$ cat config.mk
export PLATFORM = sky130hd
export DESIGN_NAME = telnet_command_filter
export DESIGN_NICKNAME = d
export VERILOG_FILES = /design/src/rtl/core/tcf_pkg.sv /design/src/rtl/core/telnet_command_filter.sv /design/src/rtl/core/tcf_payload_ram.sv /design/src/rtl/core/tcf_parser.sv
export SDC_FILE = /design/constraint.sdc
export NUM_CORES = 1
export LEC_CHECK = 0
export BUFFER_PORTS_ARGS = -buffer_cell sky130_fd_sc_hd__buf_2
export CORE_ASPECT_RATIO = 0.7
export CORE_MARGIN = 2
export CORE_UTILIZATION = 50
export DETAILED_ROUTE_END_ITERATION = 6
export GPL_TIMING_DRIVEN = 0
export PLACE_DENSITY_LB_ADDON = 0.25
export SLEW_MARGIN = 30
export SYNTH_ARGS = -nofsm -noshare
export SYNTH_HDL_FRONTEND = slang
export SYNTH_SLANG_ARGS = --single-unit
$ cat constraint.sdc
create_clock -name clock -period 3.05 [get_ports clock]
set_input_delay 0.305 -clock clock [delete_from_list [all_inputs] [get_ports clock]]
set_output_delay 0.305 -clock clock [all_outputs]
set_load 0.005 [all_outputs]
$ cat src/rtl/core/tcf_pkg.sv
// Types and constants shared by the telnet command filter modules.
package tcf_pkg;

   localparam logic [7:0] BYTE_SE   = 8'd240;
   localparam logic [7:0] BYTE_SB   = 8'd250;
   localparam logic [7:0] BYTE_WILL = 8'd251;
   localparam logic [7:0] BYTE_DONT = 8'd254;
   localparam logic [7:0] BYTE_IAC  = 8'd255;

   localparam logic [2:0] KIND_DATA        = 3'd0;
   localparam logic [2:0] KIND_ABSORBED    = 3'd1;
   localparam logic [2:0] KIND_COMMAND     = 3'd2;
   localparam logic [2:0] KIND_NEGOTIATION = 3'd3;
   localparam logic [2:0] KIND_SUBNEG      = 3'd4;

   typedef enum logic [2:0] {
      PS_NORMAL  = 3'd0,
      PS_IAC     = 3'd1,
      PS_VERB    = 3'd2,
      PS_SB      = 3'd3,
      PS_PAYLOAD = 3'd4,
      PS_PAYIAC  = 3'd5
   } parse_state_type;

   typedef struct packed {
      logic [2:0] kind;
      logic [7:0] value;
      logic [1:0] request;
      logic [7:0] sub_id;
      logic [6:0] sub_length;
      logic       overflow;
      logic       last;
   } result_type;

   typedef struct packed {
      logic store_write;
      logic replay_start;
   } parse_ctl_type;

endpackage

$ cat src/rtl/core/telnet_command_filter.sv
// Telnet command filter top level: parser, payload memory and a registered result stage.
// A single result is shown in the cycle after the transfer of its byte; throughput is one
// byte per cycle while the result side keeps up and no replay is running.
// IAC SE with N stored bytes replays them from the memory through the read register and the
// output register, one per cycle while the result side keeps up, with the input closed until the last byte is taken.
// Reset is synchronous; it clears the parse state and the result valid flag, not the memory.
module telnet_command_filter #(
   parameter int PAYLOAD_DEPTH = 64
) (
   input  logic       clock,
   input  logic       reset,
   input  logic       req_valid,
   output logic       req_ready,
   input  logic [7:0] req_stream_byte,
   output logic       rsp_valid,
   input  logic       rsp_ready,
   output logic [2:0] rsp_kind,
   output logic [7:0] rsp_value,
   output logic [1:0] rsp_request,
   output logic [7:0] rsp_sub_id,
   output logic [6:0] rsp_sub_length,
   output logic       rsp_overflow,
   output logic       rsp_last
);

   import tcf_pkg::*;

   localparam int AW = (PAYLOAD_DEPTH > 1) ? $clog2(PAYLOAD_DEPTH) : 1;
   localparam int CW = $clog2(PAYLOAD_DEPTH + 1);

   result_type    single_res;
   parse_ctl_type ctl;
   logic [CW-1:0] count;
   logic [7:0]    option_id;
   logic          dropped;
   logic [7:0]    rd_data;

   logic          accept;
   logic          load_ok;
   logic          consume;
   logic          issue;

   logic          replay_ff, replay_in;
   logic          pend_ff, pend_in;
   logic [CW-1:0] iss_idx_ff, iss_idx_in;
   logic          rsp_valid_ff, rsp_valid_in;
   result_type    out_ff, out_in;

   assign load_ok   = !rsp_valid_ff || rsp_ready;
   assign req_ready = !replay_ff && load_ok;
   assign accept    = req_valid && req_ready;

   // A replayed byte leaves the read register when the output register is free.
   assign consume = replay_ff && pend_ff && load_ok;
   assign issue   = replay_ff && (iss_idx_ff < count) && (!pend_ff || consume);

   tcf_parser #(
      .PAYLOAD_DEPTH(PAYLOAD_DEPTH),
      .CW           (CW)
   ) u_parser (
      .clock        (clock),
      .reset        (reset),
      .accept       (accept),
      .stream_byte  (req_stream_byte),
      .result       (single_res),
      .ctl          (ctl),
      .payload_count(count),
      .option_id    (option_id),
      .dropped      (dropped)
   );

   tcf_payload_ram #(
      .DEPTH(PAYLOAD_DEPTH),
      .AW   (AW)
   ) u_ram (
      .clock  (clock),
      .wr_en  (accept && ctl.store_write),
      .wr_addr(count[AW-1:0]),
      .wr_data(req_stream_byte),
      .rd_en  (issue),
      .rd_addr(iss_idx_ff[AW-1:0]),
      .rd_data(rd_data)
   );

   always_comb begin
      replay_in    = replay_ff;
      pend_in      = pend_ff;
      iss_idx_in   = iss_idx_ff;
      rsp_valid_in = rsp_valid_ff && !rsp_ready;
      out_in       = out_ff;
      if (accept) begin
         if (ctl.replay_start) begin
            replay_in  = 1'b1;
            pend_in    = 1'b0;
            iss_idx_in = '0;
         end else begin
            rsp_valid_in = 1'b1;
            out_in       = single_res;
         end
      end
      if (consume) begin
         rsp_valid_in      = 1'b1;
         out_in.kind       = KIND_SUBNEG;
         out_in.value      = rd_data;
         out_in.request    = '0;
         out_in.sub_id     = option_id;
         out_in.sub_length = 7'(count);
         out_in.overflow   = dropped;
         // The pending byte is the final one once every index has been issued.
         out_in.last       = (iss_idx_ff == count);
         pend_in           = 1'b0;
         if (iss_idx_ff == count) begin
            replay_in = 1'b0;
         end
      end
      if (issue) begin
         pend_in    = 1'b1;
         iss_idx_in = iss_idx_ff + 1'b1;
      end
   end

   always_ff @(posedge clock) begin
      if (reset) begin
         replay_ff    <= 1'b0;
         pend_ff      <= 1'b0;
         iss_idx_ff   <= '0;
         rsp_valid_ff <= 1'b0;
      end else begin
         replay_ff    <= replay_in;
         pend_ff      <= pend_in;
         iss_idx_ff   <= iss_idx_in;
         rsp_valid_ff <= rsp_valid_in;
      end
   end

   always_ff @(posedge clock) begin
      out_ff <= out_in;
   end

   assign rsp_valid      = rsp_valid_ff;
   assign rsp_kind       = out_ff.kind;
   assign rsp_value      = out_ff.value;
   assign rsp_request    = out_ff.request;
   assign rsp_sub_id     = out_ff.sub_id;
   assign rsp_sub_length = out_ff.sub_length;
   assign rsp_overflow   = out_ff.overflow;
   assign rsp_last       = out_ff.last;

endmodule

$ cat src/rtl/core/tcf_payload_ram.sv
// Single-port-write, single-port-read payload memory with registered read data.
module tcf_payload_ram #(
   parameter int DEPTH = 64,
   parameter int AW    = 6
) (
   input  logic          clock,
   input  logic          wr_en,
   input  logic [AW-1:0] wr_addr,
   input  logic [7:0]    wr_data,
   input  logic          rd_en,
   input  logic [AW-1:0] rd_addr,
   output logic [7:0]    rd_data
);

   logic [7:0] mem [DEPTH];
   logic [7:0] rd_data_ff;

   always_ff @(posedge clock) begin
      if (wr_en) begin
         mem[wr_addr] <= wr_data;
      end
   end

   // Read data holds until the next read is issued.
   always_ff @(posedge clock) begin
      if (rd_en) begin
         rd_data_ff <= mem[rd_addr];
      end
   end

   assign rd_data = rd_data_ff;

endmodule

$ cat src/rtl/core/tcf_parser.sv
// Byte classifier and parse state registers of the telnet command filter.
module tcf_parser #(
   parameter int PAYLOAD_DEPTH = 64,
   parameter int CW            = 7
) (
   input  logic                   clock,
   input  logic                   reset,
   input  logic                   accept,
   input  logic [7:0]             stream_byte,
   output tcf_pkg::result_type    result,
   output tcf_pkg::parse_ctl_type ctl,
   output logic [CW-1:0]          payload_count,
   output logic [7:0]             option_id,
   output logic                   dropped
);

   import tcf_pkg::*;

   localparam logic [CW-1:0] DEPTH_C = CW'(PAYLOAD_DEPTH);

   parse_state_type state_ff, state_in;
   logic [1:0]      pend_req_ff, pend_req_in;
   logic [7:0]      option_ff, option_in;
   logic [CW-1:0]   count_ff, count_in;
   logic            dropped_ff, dropped_in;

   logic is_verb;
   logic has_room;
   logic store;
   logic clear_payload;

   assign is_verb  = (stream_byte >= BYTE_WILL) && (stream_byte <= BYTE_DONT);
   assign has_room = count_ff < DEPTH_C;

   // Next parse state.
   always_comb begin
      state_in = state_ff;
      unique case (state_ff)
         PS_IAC: begin
            if (is_verb) begin
               state_in = PS_VERB;
            end else if (stream_byte == BYTE_SB) begin
               state_in = PS_SB;
            end else begin
               state_in = PS_NORMAL;
            end
         end
         PS_VERB:    state_in = PS_NORMAL;
         PS_SB:      state_in = PS_PAYLOAD;
         PS_PAYLOAD: state_in = (stream_byte == BYTE_IAC) ? PS_PAYIAC : PS_PAYLOAD;
         PS_PAYIAC:  state_in = (stream_byte == BYTE_SE) ? PS_NORMAL : PS_PAYLOAD;
         default:    state_in = (stream_byte == BYTE_IAC) ? PS_IAC : PS_NORMAL;
      endcase
   end

   // Result and control outputs for the byte on the input.
   always_comb begin
      result        = '0;
      result.kind   = KIND_ABSORBED;
      result.value  = stream_byte;
      result.last   = 1'b1;
      store         = 1'b0;
      clear_payload = 1'b0;
      ctl           = '0;
      unique case (state_ff)
         PS_IAC: begin
            if (stream_byte == BYTE_IAC) begin
               result.kind = KIND_DATA;
            end else if (!is_verb && stream_byte != BYTE_SB) begin
               result.kind = KIND_COMMAND;
            end
         end
         PS_VERB: begin
            result.kind    = KIND_NEGOTIATION;
            result.request = pend_req_ff;
         end
         PS_SB: begin
            clear_payload = 1'b1;
         end
         PS_PAYLOAD: begin
            store = (stream_byte != BYTE_IAC);
         end
         PS_PAYIAC: begin
            if (stream_byte != BYTE_SE) begin
               store = 1'b1;
            end else if (count_ff == '0) begin
               // An empty subnegotiation still reports one result.
               result.kind     = KIND_SUBNEG;
               result.value    = '0;
               result.sub_id   = option_ff;
               result.overflow = dropped_ff;
            end else begin
               ctl.replay_start = 1'b1;
            end
         end
         default: begin
            if (stream_byte != BYTE_IAC) begin
               result.kind = KIND_DATA;
            end
         end
      endcase
      ctl.store_write = store && has_room;
   end

   // Next values of the parse registers.
   always_comb begin
      pend_req_in = pend_req_ff;
      option_in   = option_ff;
      count_in    = count_ff;
      dropped_in  = dropped_ff;
      if (state_ff == PS_IAC && is_verb) begin
         pend_req_in = 2'(stream_byte - BYTE_WILL);
      end
      if (clear_payload) begin
         option_in  = stream_byte;
         count_in   = '0;
         dropped_in = 1'b0;
      end
      if (store) begin
         if (has_room) begin
            count_in = count_ff + 1'b1;
         end else begin
            dropped_in = 1'b1;
         end
      end
   end

   always_ff @(posedge clock) begin
      if (reset) begin
         state_ff    <= PS_NORMAL;
         pend_req_ff <= '0;
         option_ff   <= '0;
         count_ff    <= '0;
         dropped_ff  <= 1'b0;
      end else if (accept) begin
         state_ff    <= state_in;
         pend_req_ff <= pend_req_in;
         option_ff   <= option_in;
         count_ff    <= count_in;
         dropped_ff  <= dropped_in;
      end
   end

   assign payload_count = count_ff;
   assign option_id     = option_ff;
   assign dropped       = dropped_ff;

endmodule

# == After elaboration in Yosys (flattened, before gate mapping) ==
# Memories as Yosys holds them, arrays and structs flattened. A register that Yosys moved wholly into a read port is not among the register bits.
# Index checks and enable logic that the tools add are counted.
# word_totals
out_inout_bits,32
mem_bits_rw,512
n_memories,1
word_cells,121
regBits,61
in_bits,12
# mem_list
name,words,word_bits,rd,rd_clocked_by_memory_dff,write_ports,line,source
u_ram.mem,64,8,1,1,1,tcf_payload_ram.sv:15,logic [7:0] mem [DEPTH];
# classes
bitwise_logic,1
n_reduce_logical,32
eq_ne,13
n_mux,51
n_addsub,3
order_cmp,4
# op_table
cell,n
27-bit two-way mux,3
7-bit two-way mux,6
8-bit two-way mux,4
1-bit two-way mux,27
"8-bit equality test, second input constant",3
"8-bit inequality test, second input constant",3
11-bit two-way mux,2
3-bit case mux with 5 select lines,1
"7-bit by 1-bit adder with 7-bit output, second input constant",2
1-bit logical AND,12
3-bit case mux with 4 select lines,1
2-bit AND reduction,6
"8-bit greater-or-equal comparator, second input constant",1
"8-bit less-or-equal comparator, second input constant",1
2-bit two-way mux,4
7-bit equality test,1
7-bit zero test,1
7-bit less-than comparator,1
"7-bit less-than comparator, second input constant",1
"3-bit by 2-bit equality test with 1-bit output, second input constant",2
"3-bit equality test, second input constant",2
3-bit two-way mux,2
2-bit nonzero test,3
3-bit nonzero test,2
other kinds (8),13

# == Depth between registers and ports, before layout ==
# Gate-level depths: netlist of run 1.
# depth
word_depth,8
mapped_depth,12
ltp_nobuf,8

# == Hierarchy ==
# From an unflattened synthesis of run 1, not the netlist that was laid out.
# unflattened
cells_unflattened,1299
hier_area_um2,23652.7
# by_module_without_submodules
mod,area_each_um2,cells_per_inst,seq_area_each_um2,n_inst
tcf_payload_ram,20246.9,940,15615.0,1
telnet_command_filter,1931.9,170,1051.0,1
tcf_parser,1473.9,189,420.4,1

# == Worst setup path after synthesis of run 1 ==
# OpenSTA, ideal clock, no wires.
# synth_timing
kind,reg-to-reg
from,"register u_parser.count_ff[4], in the netlist u_parser.payload_count[4]"
to,register iss_idx_ff[2]
stages_incl_launch_ff,10
setup_slack_ns,0.524
path_buffers,1
period_less_slack_ns,2.526
arrival_ns,2.404
required_time_ns,2.928
setup_ns,0.122
path_cell_list,dfxtp_1 clkbuf_1 inv_1 ha_1 a21o_1 a21oi_1 nor2b_1 nor3_2 nor3b_2 a221o_1
# synth_via
word_cells_on_any_way,11
cone_classes,order compare: 1; mux: 4; reduce/logical: 6
# synth_lines
item,line,source
start: declaration,tcf_parser.sv:24,"logic [CW-1:0] count_ff, count_in;"
start signal: assignment,tcf_parser.sv:139,count_ff <= count_in;
7-bit less-than comparator *,telnet_command_filter.sv:55,assign issue = replay_ff && (iss_idx_ff < count) && (!pend_ff || consume);
1-bit logical AND * (2 in series),telnet_command_filter.sv:55,
via issue,telnet_command_filter.sv:41,logic issue;
2-bit nonzero test (no line),-,
2-bit AND reduction (no line),-,
end signal: assignment,telnet_command_filter.sv:131,iss_idx_ff <= iss_idx_in;
end: declaration,telnet_command_filter.sv:45,"logic [CW-1:0] iss_idx_ff, iss_idx_in;"
# The timed path passes the listed nets; every way through them passes the cells marked *.
# A chain may end at the register's enable or synchronous reset.

# == Worst setup path after layout of run 1 ==
# layout_timing
from,input req_stream_byte[0]
to,"memory u_ram.mem[42][4], enable pin"
# layout_via
elab_chain_len,7
word_cells_on_any_way,8
cone_classes,eq/ne: 2; mux: 4; reduce/logical: 2
# layout_lines
item,line,source
start: declaration,telnet_command_filter.sv:14,"input logic [7:0] req_stream_byte,"
8-bit inequality test,tcf_parser.sv:84,if (stream_byte != BYTE_SE) begin
1-bit two-way mux,tcf_parser.sv:84,
1-bit case mux with 2 select lines *,tcf_parser.sv:65,unique case (state_ff)
1-bit logical AND *,tcf_parser.sv:102,ctl.store_write = store && has_room;
1-bit logical AND *,telnet_command_filter.sv:77,".wr_en (accept && ctl.store_write),"
1-bit two-way mux *,tcf_payload_ram.sv:19,if (wr_en) begin
1-bit two-way mux (not written as such) *,tcf_payload_ram.sv:20,mem[wr_addr] <= wr_data;
end: declaration,tcf_payload_ram.sv:15,
# Mark *: on every way between the ends. The rest lies on a longest branch, timed or not.

==> load_flow_metrics.sql, run 1 <==
INSERT INTO impl_metrics (metric_group, metric, value, unit) VALUES
('timing', 'final_critical_path_setup_slack', '-0.102', 'ns'),
('die', 'design.die.area', '47900', 'um^2'),
('logic_synthesis', 'post_synth.cell_area_avg', '18.6', 'um^2'),
('logic_synthesis', 'post_synth_fa_ha_maj_area_fraction', '0.00760', ''),
('logic_synthesis', 'yosys_warnings', '0', ''),
('timing', 'period_share', '1.03', ''),
('run', 'maxCapViolations', '0', ''),
('placed_design', 'dp.final_hpwl', '35000', 'um'),
('drt', 'detailed_route_wire_length_per_cell', '28.1', 'um'),
('setup_path', 'worst_r2r_startpoint', 'u_parser.state_ff[1]$_SDFFE_PP0P_', ''),
('timing', 'finalMaxSlewViolations', '0', ''),
('finish', 'register_area', '17100', 'um^2'),
('logic_synthesis', 'yosys_most_used_dff', 'edfxtp_1', ''),
('timing', 'setup-violations-final', '48', ''),
('pwr', 'p_leak', '8.02', 'nW'),
('drt', 'wl', '55700', 'um'),
('pwr', 'power_density', '593', 'nW/um^2'),
('timing', 'relSlewSlack', '0.192', ''),
('placed_design', 'placed_cells', '1884', ''),
('die', 'std_cell_rows', '65', ''),
('logic_synthesis', 'yosys-mux-area-fraction', '0.128', ''),
('status', 'failed_checks', 'setup timing', ''),
('finish', 'antenna_cells', '0', ''),
('setup_path', 'rrSetupSlack', '-0.01', 'ns'),
('logic_synthesis', 'synthSimpleGateAreaFrac', '0.0596', ''),
('placed_design', 'gp_congestion', '0.897', ''),
('logic_synthesis', 'yosys-top-cells-area', 'edfxtp_1, mux4_2, dfxtp_1', ''),
('setup_path', 'worstPathArrival', '3.36', 'ns'),
('setup_path', 'bufs_and_invs_on_worst_path', '3', ''),
('finish', 'flow.area_growth_from_synthesis', '12.6', '%'),
('drt', 'ant_nets', '0', ''),
('logic_synthesis', 'synth_compound_gate_area_share', '0.0439', ''),
('timing', 'fin_crit', '3.15', 'ns'),
('global_routing', 'global_route.usage.total', '0.237', ''),
('clock_network', 'cts_num_sinks', '581', ''),
('setup_path', 'reg2regPathDepth', '7', ''),
('timing', 'report.final.hold_viol_count', '0', ''),
('logic_synthesis', 'synth.distinct_cells', '62', ''),
('logic_synthesis', 'yosysSeqAreaShare', '0.741', ''),
('logic_synthesis', 'post_synth_xor_area_fraction', '0', ''),
('drt', 'avgViaCountPerCell', '6.28', ''),
('pwr', 'ir_worst_vdd', '0.000622', 'V'),
('finish', 'layout_common_cells', 'edfxtp_1, mux4_2, nor2_1', ''),
('logic_synthesis', 'main_combinational_cell_family_by_area_after_synthesis', 'multiplexers', ''),
('global_routing', 'first_pass_grt_wire_length', '81200', 'um'),
('finish', 'fillCellCount', '3356', ''),
('clock_network', 'clock_transition_at_the_registers_of_the_reported_paths', '0.07', 'ns'),
('logic_synthesis', 'post_synthesis_net_count', '1265', ''),
('clock_network', 'holdBufCountCts', '0', ''),
('setup_path', 'crit_path_category', 'input port to register', ''),
('die', 'io-pin-count', '44', ''),
('logic_synthesis', 'synth_top_cell_area_share', '0.710', ''),
('logic_synthesis', 'netlist_instances', '1239', ''),
('die', 'floorplan_die_width', '261', 'um'),
('logic_synthesis', 'synth_area', '23000', 'um^2'),
('timing', 'whs', '0.0785', 'ns'),
('die', 'die_height', '184', 'um'),
('status', 'status', 'finished with violations', ''),
('die', 'fp.coreArea', '45300', 'um^2'),
('drt', 'total_number_of_vias', '12400', ''),
('timing', 'actual_transition_at_the_worst_max_transition_pin', '1.21', 'ns'),
('clock_network', 'htreeDepth', '2', ''),
('logic_synthesis', 'async_flop_share', '0', ''),
('setup_path', 'timing.critical_path.fanout_max', '68', ''),
('hold_path', 'hold_path_class', 'input port to register', ''),
('clock_network', 'ctsRootBufferMaster', 'clkbuf_16', ''),
('logic_synthesis', 'synth_top_cell_by_area', 'edfxtp_1', ''),
('finish', 'multi_input_comb_area', '5720', 'um^2'),
('setup_path', 'start_kind', 'input port', ''),
('timing', 'clock.fmax', '317', 'MHz'),
('die', 'start_util', '0.509', '');
-- final cells by class --
class	instances	share of cell area
multi-input combinational	577	0.220
tap	603	0.0291
timing repair buffer	48	0.0109
clock inverter	33	0.0121
inverter	15	0.00217
clock buffer	59	0.0511
sequential	581	0.659
buffer	65	0.0156
-- layer usage --
metal	part of all wire	global-route usage	vias up
li1	-	-	5256
met2	0.43	0.322	635
met4	0.019	0.0539	2
met1	0.44	0.378	6469
met5	0.00016	0	-
met3	0.11	0.0681	77
-- Yosys cell counts, drive strengths merged, types with 3 or more instances --
master,number
edfxtp,545
mux4,120
nor2,103
nand2,46
buf,37
dfxtp,36
a22oi,34
clkbuf,29
nand3,28
a21oi,27
o22ai,20
mux2i,18
nor2b,15
ha,14
inv,14
nor3,13
o21ai,13
and2,12
nand4,11
nor3b,10
a221o,9
a22o,8
nor4,8
a21boi,6
a221oi,6
mux2,6
and3,5
nand3b,5
a211o,3
a211oi,3
a21o,3
and4,3
nand2b,3
o21a,3
or2,3
-- state kept, by name, indices dropped and copies added (netlist names), 2 cells and up --
| register | cells |
|---|---|
| rsp_sub_id | 8 |
| rsp_kind | 3 |
| u_parser.payload_count | 7 |
| rsp_sub_length | 7 |
| iss_idx_ff | 7 |
| u_ram.rd_data | 8 |
| rsp_request | 2 |
| u_ram.mem | 512 |
| u_parser.state_ff | 3 |
| rsp_value | 8 |
| u_parser.option_id | 8 |
| u_parser.pend_req_ff | 2 |
-- cells by family (layout without fill, tap and decap cells) --
kind of cell / count (synthesis) / in the layout
buffers and inverters: 81 / 220
adders and majority gates: 14 / 14
AOI/OAI and AO/OA: 145 / 145
and+or+nand+nor: 274 / 274
muxes: 144 / 144
DFF: 581 / 581
-- through the flow --
stage / worst slack (ns) / power [mW] / util / setup TNS, ns / cell area (um^2)
after floorplan: 0.524 / 8.95 / - / 0 / 23000
final: -0.102 / 15.4 / 0.573 / -2.26 / 25900
after detailed placement: -0.988 / 9.13 / 0.531 / -374.12 / 24000
after global placement: -1.42 / 9.12 / 0.530 / -609.76 / 24000
after CTS: -0.133 / 15.5 / 0.569 / -6.42 / 25800
after global routing: -0.239 / 15.8 / 0.573 / -20.35 / 25900
-- worst max path at each step --
| stage | cells after the start | startpoint | to |
|---|---|---|---|
| 2_1_floorplan | 9 | u_parser.payload_count[4]$_SDFFE_PP0P_ | iss_idx_ff[2]$_SDFFE_PP0P_ |
| 3_3_place_gp | 9 | req_stream_byte[0] | u_ram.mem[63][6]$_DFFE_PP_ |
| 3_5_place_dp | 9 | req_stream_byte[0] | u_ram.mem[56][4]$_DFFE_PP_ |
| 4_1_cts | 9 | req_stream_byte[1] | u_ram.mem[13][5]$_DFFE_PP_ |
| 5_1_grt | 9 | req_stream_byte[0] | u_ram.mem[17][4]$_DFFE_PP_ |
| 6_report | 9 | req_stream_byte[0] | u_ram.mem[42][4]$_DFFE_PP_ |
-- tightest hold or removal path: stages --
cell	delay, ns
buf_2	0.09
nand2b_1	0.13
a31oi_1	0.08
-- repair_timing --
item / 4_1_cts / 5_1_grt
pin swaps: 0 / 2
resized for setup: 30 / 51
gates cloned: 0 / 0
setup endpoints to repair: 400 / 421
buffers inserted: 2 / 4
-- power by group --
part	internal, mW	leakage [nW]	switching, mW
clock	3.55	0.797	2.87
combinational	0.0388	2.00	0.184
sequential	8.73	5.21	0.00728
(Power assumes the default switching activity.)
==> run 2: changes to the inputs <==
--- a/config.mk
+++ b/config.mk
@@ -5,6 +5,7 @@
 export SDC_FILE = /design/constraint.sdc
 export NUM_CORES = 1
 export LEC_CHECK = 0
+export ABC_CLOCK_PERIOD_IN_PS = 3050
 export BUFFER_PORTS_ARGS = -buffer_cell sky130_fd_sc_hd__buf_2
 export CORE_ASPECT_RATIO = 0.7
 export CORE_MARGIN = 2
@@ -12,7 +13,9 @@
 export DETAILED_ROUTE_END_ITERATION = 6
 export GPL_TIMING_DRIVEN = 0
 export PLACE_DENSITY_LB_ADDON = 0.25
+export SKIP_LAST_GASP = 1
 export SLEW_MARGIN = 30
 export SYNTH_ARGS = -nofsm -noshare
 export SYNTH_HDL_FRONTEND = slang
+export SYNTH_HIERARCHICAL = 1
 export SYNTH_SLANG_ARGS = --single-unit
==> load_flow_metrics.sql, run 2 <==
INSERT INTO impl_metrics (metric_group, metric, value, unit) VALUES
('status', 'status', 'finished, final reports clean', ''),
('logic_synthesis', 'post_synth_edffs', '545', ''),
('timing', 'report.final.hold_viol_count', '0', ''),
('setup_path', 'worstPathArrival', '3.34', 'ns'),
('finish', 'layout_common_cells', 'edfxtp_1, mux4_2, nand2_1, clkbuf_16', ''),
('setup_path', 'reg2regPathDepth', '9', ''),
('logic_synthesis', 'synth_most_common_cell', 'edfxtp_1', ''),
('drt', 'wl', '59700', 'um'),
('placed_design', 'placed_cells', '1960', ''),
('die', 'design.die.area', '49100', 'um^2'),
('clock_network', 'clockBufferDepth', '3', ''),
('logic_synthesis', 'synth_area', '23700', 'um^2'),
('die', 'die_height', '186', 'um'),
('pwr', 'power_density', '574', 'nW/um^2'),
('global_routing', 'global_route.overflow_total', '0', ''),
('finish', 'fillCellCount', '3462', ''),
('timing', 'relSlewSlack', '0.360', ''),
('logic_synthesis', 'synth.distinct_cells', '69', ''),
('finish', 'register_area', '17100', 'um^2'),
('timing', 'finalMaxSlewViolations', '0', ''),
('logic_synthesis', 'ys_ff_latch', '581', ''),
('logic_synthesis', 'synth.cells.most_frequent', 'edfxtp_1, mux4_2, nor2_1, nand2_1, dfxtp_1', ''),
('global_routing', 'number_of_antenna_violations_at_the_first_check_in_global_routing', '0', ''),
('setup_path', 'timing.critical_path.fanout_max', '10', ''),
('clock_network', 'clock_transition_at_the_registers_of_the_reported_paths', '0.06', 'ns'),
('global_routing', 'first_global_vias', '12400', ''),
('clock_network', 'cts_num_sinks', '581', ''),
('timing', 'clock.fmax', '329', 'MHz'),
('die', 'floorplan_die_width', '264', 'um'),
('finish', 'antenna_cells', '0', ''),
('setup_path', 'crit_path_category', 'register to register', ''),
('timing', 'rsz_0062_raised_after_global_routing', 'yes', ''),
('logic_synthesis', 'synth_top_cell_by_area', 'edfxtp_1', ''),
('placed_design', 'buffer_ports.inserted', '43', ''),
('hold_path', 'hold_path_class', 'input port to register', ''),
('timing', 'actual_transition_at_the_worst_max_transition_pin', '0.957', 'ns'),
('setup_path', 'critical_path.endpoint_type', 'register', ''),
('finish', 'max_flop_register', 'u_ram/mem', ''),
('die', 'start_util', '0.508', ''),
('timing', 'fin_crit', '3.04', 'ns'),
('global_routing', 'global_route.usage.total', '0.245', ''),
('drt', 'detailed_route_wire_length_per_cell', '28.7', 'um'),
('drt', 'total_number_of_vias', '13100', ''),
('setup_path', 'worst_r2r_startpoint', 'iss_idx_ff[1]$_SDFFE_PP0P_', ''),
('pwr', 'report.power.total', '15.6', 'mW'),
('finish', 'finish.cell_count_without_fillers', '2079', ''),
('timing', 'setup-violations-final', '0', ''),
('logic_synthesis', 'yosys_warnings', '6', ''),
('setup_path', 'start_kind', 'register', ''),
('setup_path', 'rrSetupSlack', '0.008', 'ns'),
('drt', 'drc_errors', '0', ''),
('logic_synthesis', 'async_flop_share', '0', ''),
('clock_network', 'holdBufCountCts', '0', ''),
('timing', 'fin_skew', '0.0194', 'ns'),
('drt', 'drt_pre_antenna_iters', '5', ''),
('setup_path', 'cp-endpoint', 'u_ram/rd_data[3]$_DFFE_PP_', ''),
('logic_synthesis', 'synth_top_cell_area_share', '0.692', ''),
('die', 'io-pin-count', '44', ''),
('finish', 'final_common_cell', 'edfxtp_1', ''),
('global_routing', 'first_pass_grt_wire_length', '85600', 'um'),
('clock_network', 'htreeDepth', '2', ''),
('logic_synthesis', 'netlist_instances', '1299', ''),
('global_routing', 'grt_start_max_net_pins', '73', ''),
('setup_path', 'cp_data_required_time', '3.35', 'ns'),
('run', 'maxCapViolations', '0', ''),
('logic_synthesis', 'yosys-top-cells-area', 'edfxtp_1, mux4_2, dfxtp_1', ''),
('timing', 'period_share', '0.997', ''),
('logic_synthesis', 'yosysSeqAreaShare', '0.722', ''),
('clock_network', 'cts_buffers', '53', ''),
('placed_design', 'gp_congestion', '0.891', ''),
('drt', 'dr.first_iter.drc_count', '1609', ''),
('finish', 'largest_reg_flops', '512', ''),
('finish', 'flow.area_growth_from_synthesis', '15.2', '%'),
('finish', 'post_route_cells_drive_above_1_share', '0.300', ''),
('die', 'fp.coreArea', '46600', 'um^2'),
('logic_synthesis', 'yosys_most_used_dff', 'edfxtp_1', ''),
('clock_network', 'cts_tree', 'yes', ''),
('die', 'std_cell_rows', '66', ''),
('finish', 'multi_input_comb_area', '6570', 'um^2'),
('logic_synthesis', 'post_synth.cell_area_avg', '18.2', 'um^2'),
('setup_path', 'worstSetupStartpoint', 'iss_idx_ff[1]$_SDFFE_PP0P_', ''),
('drt', 'ant_nets', '0', ''),
('pwr', 'p_leak', '8.37', 'nW'),
('clock_network', 'worstSkewPairLatency', '0.60', 'ns'),
('finish', 'final_nets', '1448', ''),
('placed_design', 'dp.final_hpwl', '38600', 'um'),
('setup_path', 'rr_endpoint', 'u_ram/rd_data[3]$_DFFE_PP_', ''),
('clock_network', 'ctsRootBufferMaster', 'clkbuf_16', ''),
('pwr', 'ir_worst_vdd', '0.000621', 'V'),
('drt', 'avgViaCountPerCell', '6.31', '');
-- run 2: stage by stage --
step                hold WS (ns)  worst slack, ns  cell area (um^2)   util  setup TNS [ns]
floorplan                  0.401            0.392             23700      -               0
global placement           0.458            -1.92             24700  0.529         -862.96
detailed placement         0.462            -1.47             24700  0.530         -625.26
CTS                       0.0550           -0.414             27000  0.579          -39.01
global route              0.0798          -0.0688             27300  0.585          -0.880
finish                    0.0722          0.00798             27300  0.585               0
-- run 2: cell type report --
class / count / area share
clock buffer: 68 / 0.0518
multi-input combinational: 628 / 0.241
buffer: 81 / 0.0200
clock inverter: 32 / 0.0116
timing repair buffer: 62 / 0.0182
sequential: 581 / 0.627
tap: 612 / 0.0281
inverter: 15 / 0.00207
-- run 2: how the worst min path moves through the flow --
stage | startpoint | endpoint | slack [ns] | cells past startpoint
final | reset | iss_idx_ff[0]$_SDFFE_PP0P_ | 0.07 | 3
after global routing | reset | iss_idx_ff[0]$_SDFFE_PP0P_ | 0.08 | 3
after CTS | reset | iss_idx_ff[0]$_SDFFE_PP0P_ | 0.06 | 3
after detailed placement | rsp_kind[2]$_SDFFE_PP1P_ | rsp_kind[2]$_SDFFE_PP1P_ | 0.46 | 2
after global placement | rsp_kind[2]$_SDFFE_PP1P_ | rsp_kind[2]$_SDFFE_PP1P_ | 0.46 | 2
after floorplan | req_stream_byte[0] | u_parser/pend_req_ff[0]$_SDFFE_PP0P_ | 0.40 | 1
-- run 2: worst max-delay path, stage by stage, from the launching register on --
cell and delay [ns]:
dfxtp_1 0.43, buf_6 0.23, buf_2 0.31, buf_4 0.32, buf_4 0.29, nand3_2 0.30
o221ai_1 0.51, a21oi_1 0.08, o21ai_1 0.11, o41ai_1 0.15
-- run 2: timing repair --
action,4_1_cts,5_1_grt
pin swaps,8,7
gates cloned,1,0
setup endpoints to repair,529,461
gates resized for setup,121,47
setup buffers,8,10
-- run 2: power by group --
| part | internal [mW] | switching, mW | total (mW) | leakage (nW) |
|---|---|---|---|---|
| sequential | 8.73 | 0.0109 | 8.74 | 5.22 |
| clock | 3.72 | 2.93 | 6.64 | 0.841 |
| combinational | 0.0629 | 0.196 | 0.259 | 2.31 |
-- run 2: metal layers --
metal,global-route usage,share of wire,wire [um]
met3,0.0958,0.13,7780
met4,0.0527,0.017,1040
met1,0.374,0.43,25900
met5,0.00801,0.00082,49
met2,0.331,0.42,24900
-- run 2: cell families (layout without fill, tap and decap cells) --
kind of cell / Yosys count / in the layout / synth area share
other: 2 / 8 / 0.000318
multiplexers: 169 / 169 / 0.139
AO/OA/AOI/OAI: 147 / 147 / 0.0452
buffers and inverters: 97 / 258 / 0.0238
AND/OR/NAND/NOR: 289 / 290 / 0.0621
flip-flops: 581 / 581 / 0.722
adder cells (fa/ha/maj): 14 / 14 / 0.00741
==> run 3: changes to the inputs <==
--- a/config.mk
+++ b/config.mk
@@ -12,6 +12,7 @@
 export CORE_UTILIZATION = 50
 export DETAILED_ROUTE_END_ITERATION = 6
 export GPL_TIMING_DRIVEN = 0
+export HOLD_SLACK_MARGIN = 0.1
 export PLACE_DENSITY_LB_ADDON = 0.25
 export SKIP_LAST_GASP = 1
 export SLEW_MARGIN = 30
==> load_flow_metrics.sql, run 3 (same netlist as run 2, synthesis figures left out) <==
INSERT INTO impl_metrics (metric_group, metric, value, unit) VALUES
('placed_design', 'postPlaceCellArea', '24700', 'um^2'),
('drt', 'ant_nets', '0', ''),
('setup_path', 'worst_r2r_startpoint', 'iss_idx_ff[1]$_SDFFE_PP0P_', ''),
('run', 'maxCapViolations', '0', ''),
('placed_design', 'buffer_ports.inserted', '43', ''),
('clock_network', 'clock_transition_at_the_registers_of_the_reported_paths', '0.06', 'ns'),
('setup_path', 'cp_data_required_time', '3.34', 'ns'),
('clock_network', 'cts_num_sinks', '581', ''),
('clock_network', 'ctsRootBufferMaster', 'clkbuf_16', ''),
('finish', 'antenna_cells', '0', ''),
('timing', 'finalMaxSlewViolations', '0', ''),
('pwr', 'p_leak', '8.37', 'nW'),
('finish', 'flow.area_growth_from_synthesis', '15.3', '%'),
('status', 'status', 'finished with violations', ''),
('finish', 'max_flop_register', 'u_ram/mem', ''),
('die', 'std_cell_rows', '66', ''),
('drt', 'drc_errors', '0', ''),
('pwr', 'switchingPower', '3.14', 'mW'),
('drt', 'avgViaCountPerCell', '6.34', ''),
('global_routing', 'grt_start_max_net_pins', '73', ''),
('setup_path', 'worstPathArrival', '3.42', 'ns'),
('global_routing', 'number_of_antenna_violations_at_the_first_check_in_global_routing', '0', ''),
('pwr', 'power.share.clock', '0.425', ''),
('setup_path', 'rrSetupSlack', '-0.07', 'ns'),
('pwr', 'cell_internal_pwr', '12.5', 'mW'),
('global_routing', 'global_route.overflow_total', '0', ''),
('finish', 'finish.cell_count_without_fillers', '2080', ''),
('setup_path', 'rr_endpoint', 'u_ram/rd_data[3]$_DFFE_PP_', ''),
('drt', 'drt_pre_antenna_iters', '6', ''),
('timing', 'rsz_0062_raised_after_global_routing', 'yes', ''),
('setup_path', 'critical_path.endpoint_type', 'register', ''),
('setup_path', 'worstSetupStartpoint', 'iss_idx_ff[1]$_SDFFE_PP0P_', ''),
('pwr', 'seqPwrFrac', '0.559', ''),
('finish', 'fillCellCount', '3461', ''),
('drt', 'total_number_of_vias', '13200', ''),
('pwr', 'pwr-share-comb', '0.017', ''),
('setup_path', 'crit_path_category', 'register to register', ''),
('drt', 'wl', '59800', 'um'),
('die', 'die_height', '186', 'um'),
('placed_design', 'dp.final_hpwl', '38600', 'um'),
('timing', 'actual_transition_at_the_worst_max_transition_pin', '0.942', 'ns'),
('global_routing', 'first_pass_grt_wire_length', '85700', 'um'),
('clock_network', 'worstSkewPairLatency', '0.60', 'ns'),
('die', 'fp.coreArea', '46600', 'um^2'),
('clock_network', 'clockBufferDepth', '3', ''),
('setup_path', 'cp-endpoint', 'u_ram/rd_data[3]$_DFFE_PP_', ''),
('timing', 'period_share', '1.02', ''),
('finish', 'fin_area', '27300', 'um^2'),
('die', 'design.die.area', '49100', 'um^2'),
('pwr', 'power_density', '574', 'nW/um^2'),
('global_routing', 'global_route.usage.total', '0.245', ''),
('drt', 'dr.first_iter.drc_count', '1573', ''),
('timing', 'setup-violations-final', '1', ''),
('timing', 'fin_crit', '3.12', 'ns'),
('timing', 'timing.setup.tns', '-0.0747', 'ns'),
('pwr', 'ir_worst_vdd', '0.000617', 'V'),
('finish', 'final_common_cell', 'edfxtp_1', ''),
('finish', 'largest_reg_flops', '512', ''),
('die', 'start_util', '0.508', ''),
('setup_path', 'start_kind', 'register', ''),
('timing', 'clock.fmax', '320', 'MHz'),
('setup_path', 'reg2regPathDepth', '9', ''),
('pwr', 'sw_share', '0.201', ''),
('timing', 'report.final.hold_viol_count', '0', ''),
('clock_network', 'cts_tree', 'yes', ''),
('setup_path', 'timing.critical_path.fanout_max', '10', ''),
('hold_path', 'hold_path_class', 'input port to register', ''),
('placed_design', 'gp_congestion', '0.891', ''),
('placed_design', 'placed_cells', '1960', ''),
('timing', 'fin_skew', '0.0202', 'ns'),
('placed_design', 'placement.setup.worst_slack', '-1.47', 'ns'),
('timing', 'final_critical_path_setup_slack', '-0.0747', 'ns'),
('drt', 'detailed_route_wire_length_per_cell', '28.8', 'um'),
('finish', 'final_nets', '1449', ''),
('clock_network', 'htreeDepth', '2', ''),
('global_routing', 'first_global_vias', '12400', ''),
('status', 'failed_checks', 'setup timing', ''),
('clock_network', 'cts_buffers', '53', ''),
('die', 'io-pin-count', '44', ''),
('die', 'floorplan_die_width', '264', 'um'),
('finish', 'post_route_cells_drive_above_1_share', '0.300', ''),
('finish', 'layout_common_cells', 'edfxtp_1, mux4_2, nand2_1, clkbuf_16', ''),
('timing', 'relSlewSlack', '0.370', '');
run 3: area by class of cell:
class | count | area (um^2) | share of cell area
sequential | 581 | 17100 | 0.627
tap | 612 | 766 | 0.0281
inverter | 15 | 56.3 | 0.00207
multi-input combinational | 628 | 6570 | 0.241
clock inverter | 32 | 315 | 0.0116
buffer | 81 | 546 | 0.0200
clock buffer | 68 | 1410 | 0.0518
timing repair buffer | 63 | 505 | 0.0185
run 3: power by group through the flow:
stage	Combinational (mW)	Sequential, mW	Clock [mW]
3_5_place_dp	0.251	8.91	0
4_1_cts	0.257	8.74	6.75
3_3_place_gp	0.236	8.92	0
2_1_floorplan	0.0701	8.91	0
6_report	0.260	8.74	6.65
5_1_grt	0.285	8.74	7.04
run 3: per-layer routing:
| metal | vias to the layer above | GRT usage | wire, um |
|---|---|---|---|
| met3 | 82 | 0.0958 | 7790 |
| met5 | - | 0.00801 | 49 |
| met4 | 2 | 0.0527 | 1020 |
| met2 | 723 | 0.331 | 25100 |
| li1 | 5508 | - | - |
| met1 | 6877 | 0.375 | 25900 |
run 3: timing repair:
item                                   4_1_cts  5_1_grt
endpoints found under the hold margin        1        0
buffers inserted                             8       10
hold buffers                                 1        0
cloned                                       1        0
gates resized for setup                    121       47
pin swaps                                    8        7
setup endpoints to repair                  529      461
run 3: worst min path at each step:
| stage | to | cells past startpoint | startpoint | slack (ns) |
|---|---|---|---|---|
| finish | u_ram/mem[62][2]$_DFFE_PP_ | 1 | req_stream_byte[2] | 0.16 |
| global route | u_ram/mem[62][2]$_DFFE_PP_ | 1 | req_stream_byte[2] | 0.18 |
| CTS | u_ram/mem[62][2]$_DFFE_PP_ | 1 | req_stream_byte[2] | 0.18 |
| detailed placement | rsp_kind[2]$_SDFFE_PP1P_ | 2 | rsp_kind[2]$_SDFFE_PP1P_ | 0.46 |
| global placement | rsp_kind[2]$_SDFFE_PP1P_ | 2 | rsp_kind[2]$_SDFFE_PP1P_ | 0.46 |
| floorplan | u_parser/pend_req_ff[0]$_SDFFE_PP0P_ | 1 | req_stream_byte[0] | 0.40 |
run 3: worst max-delay path, stage by stage (launching register included):
cell and delay (ns):
dfxtp_1 0.43, buf_6 0.22, buf_2 0.31, buf_4 0.33, buf_4 0.29, nand3_2 0.31, o221ai_1 0.56, a21oi_1 0.10
o21ai_1 0.12, o41ai_1 0.15
run 3: metrics by stage:
| step | util | hold slack, ns | power, mW |
|---|---|---|---|
| after floorplan | - | 0.401 | 8.98 |
| after global placement | 0.529 | 0.458 | 9.15 |
| after detailed placement | 0.530 | 0.462 | 9.16 |
| after CTS | 0.579 | 0.180 | 15.7 |
| after global routing | 0.585 | 0.183 | 16.1 |
| final | 0.585 | 0.156 | 15.6 |
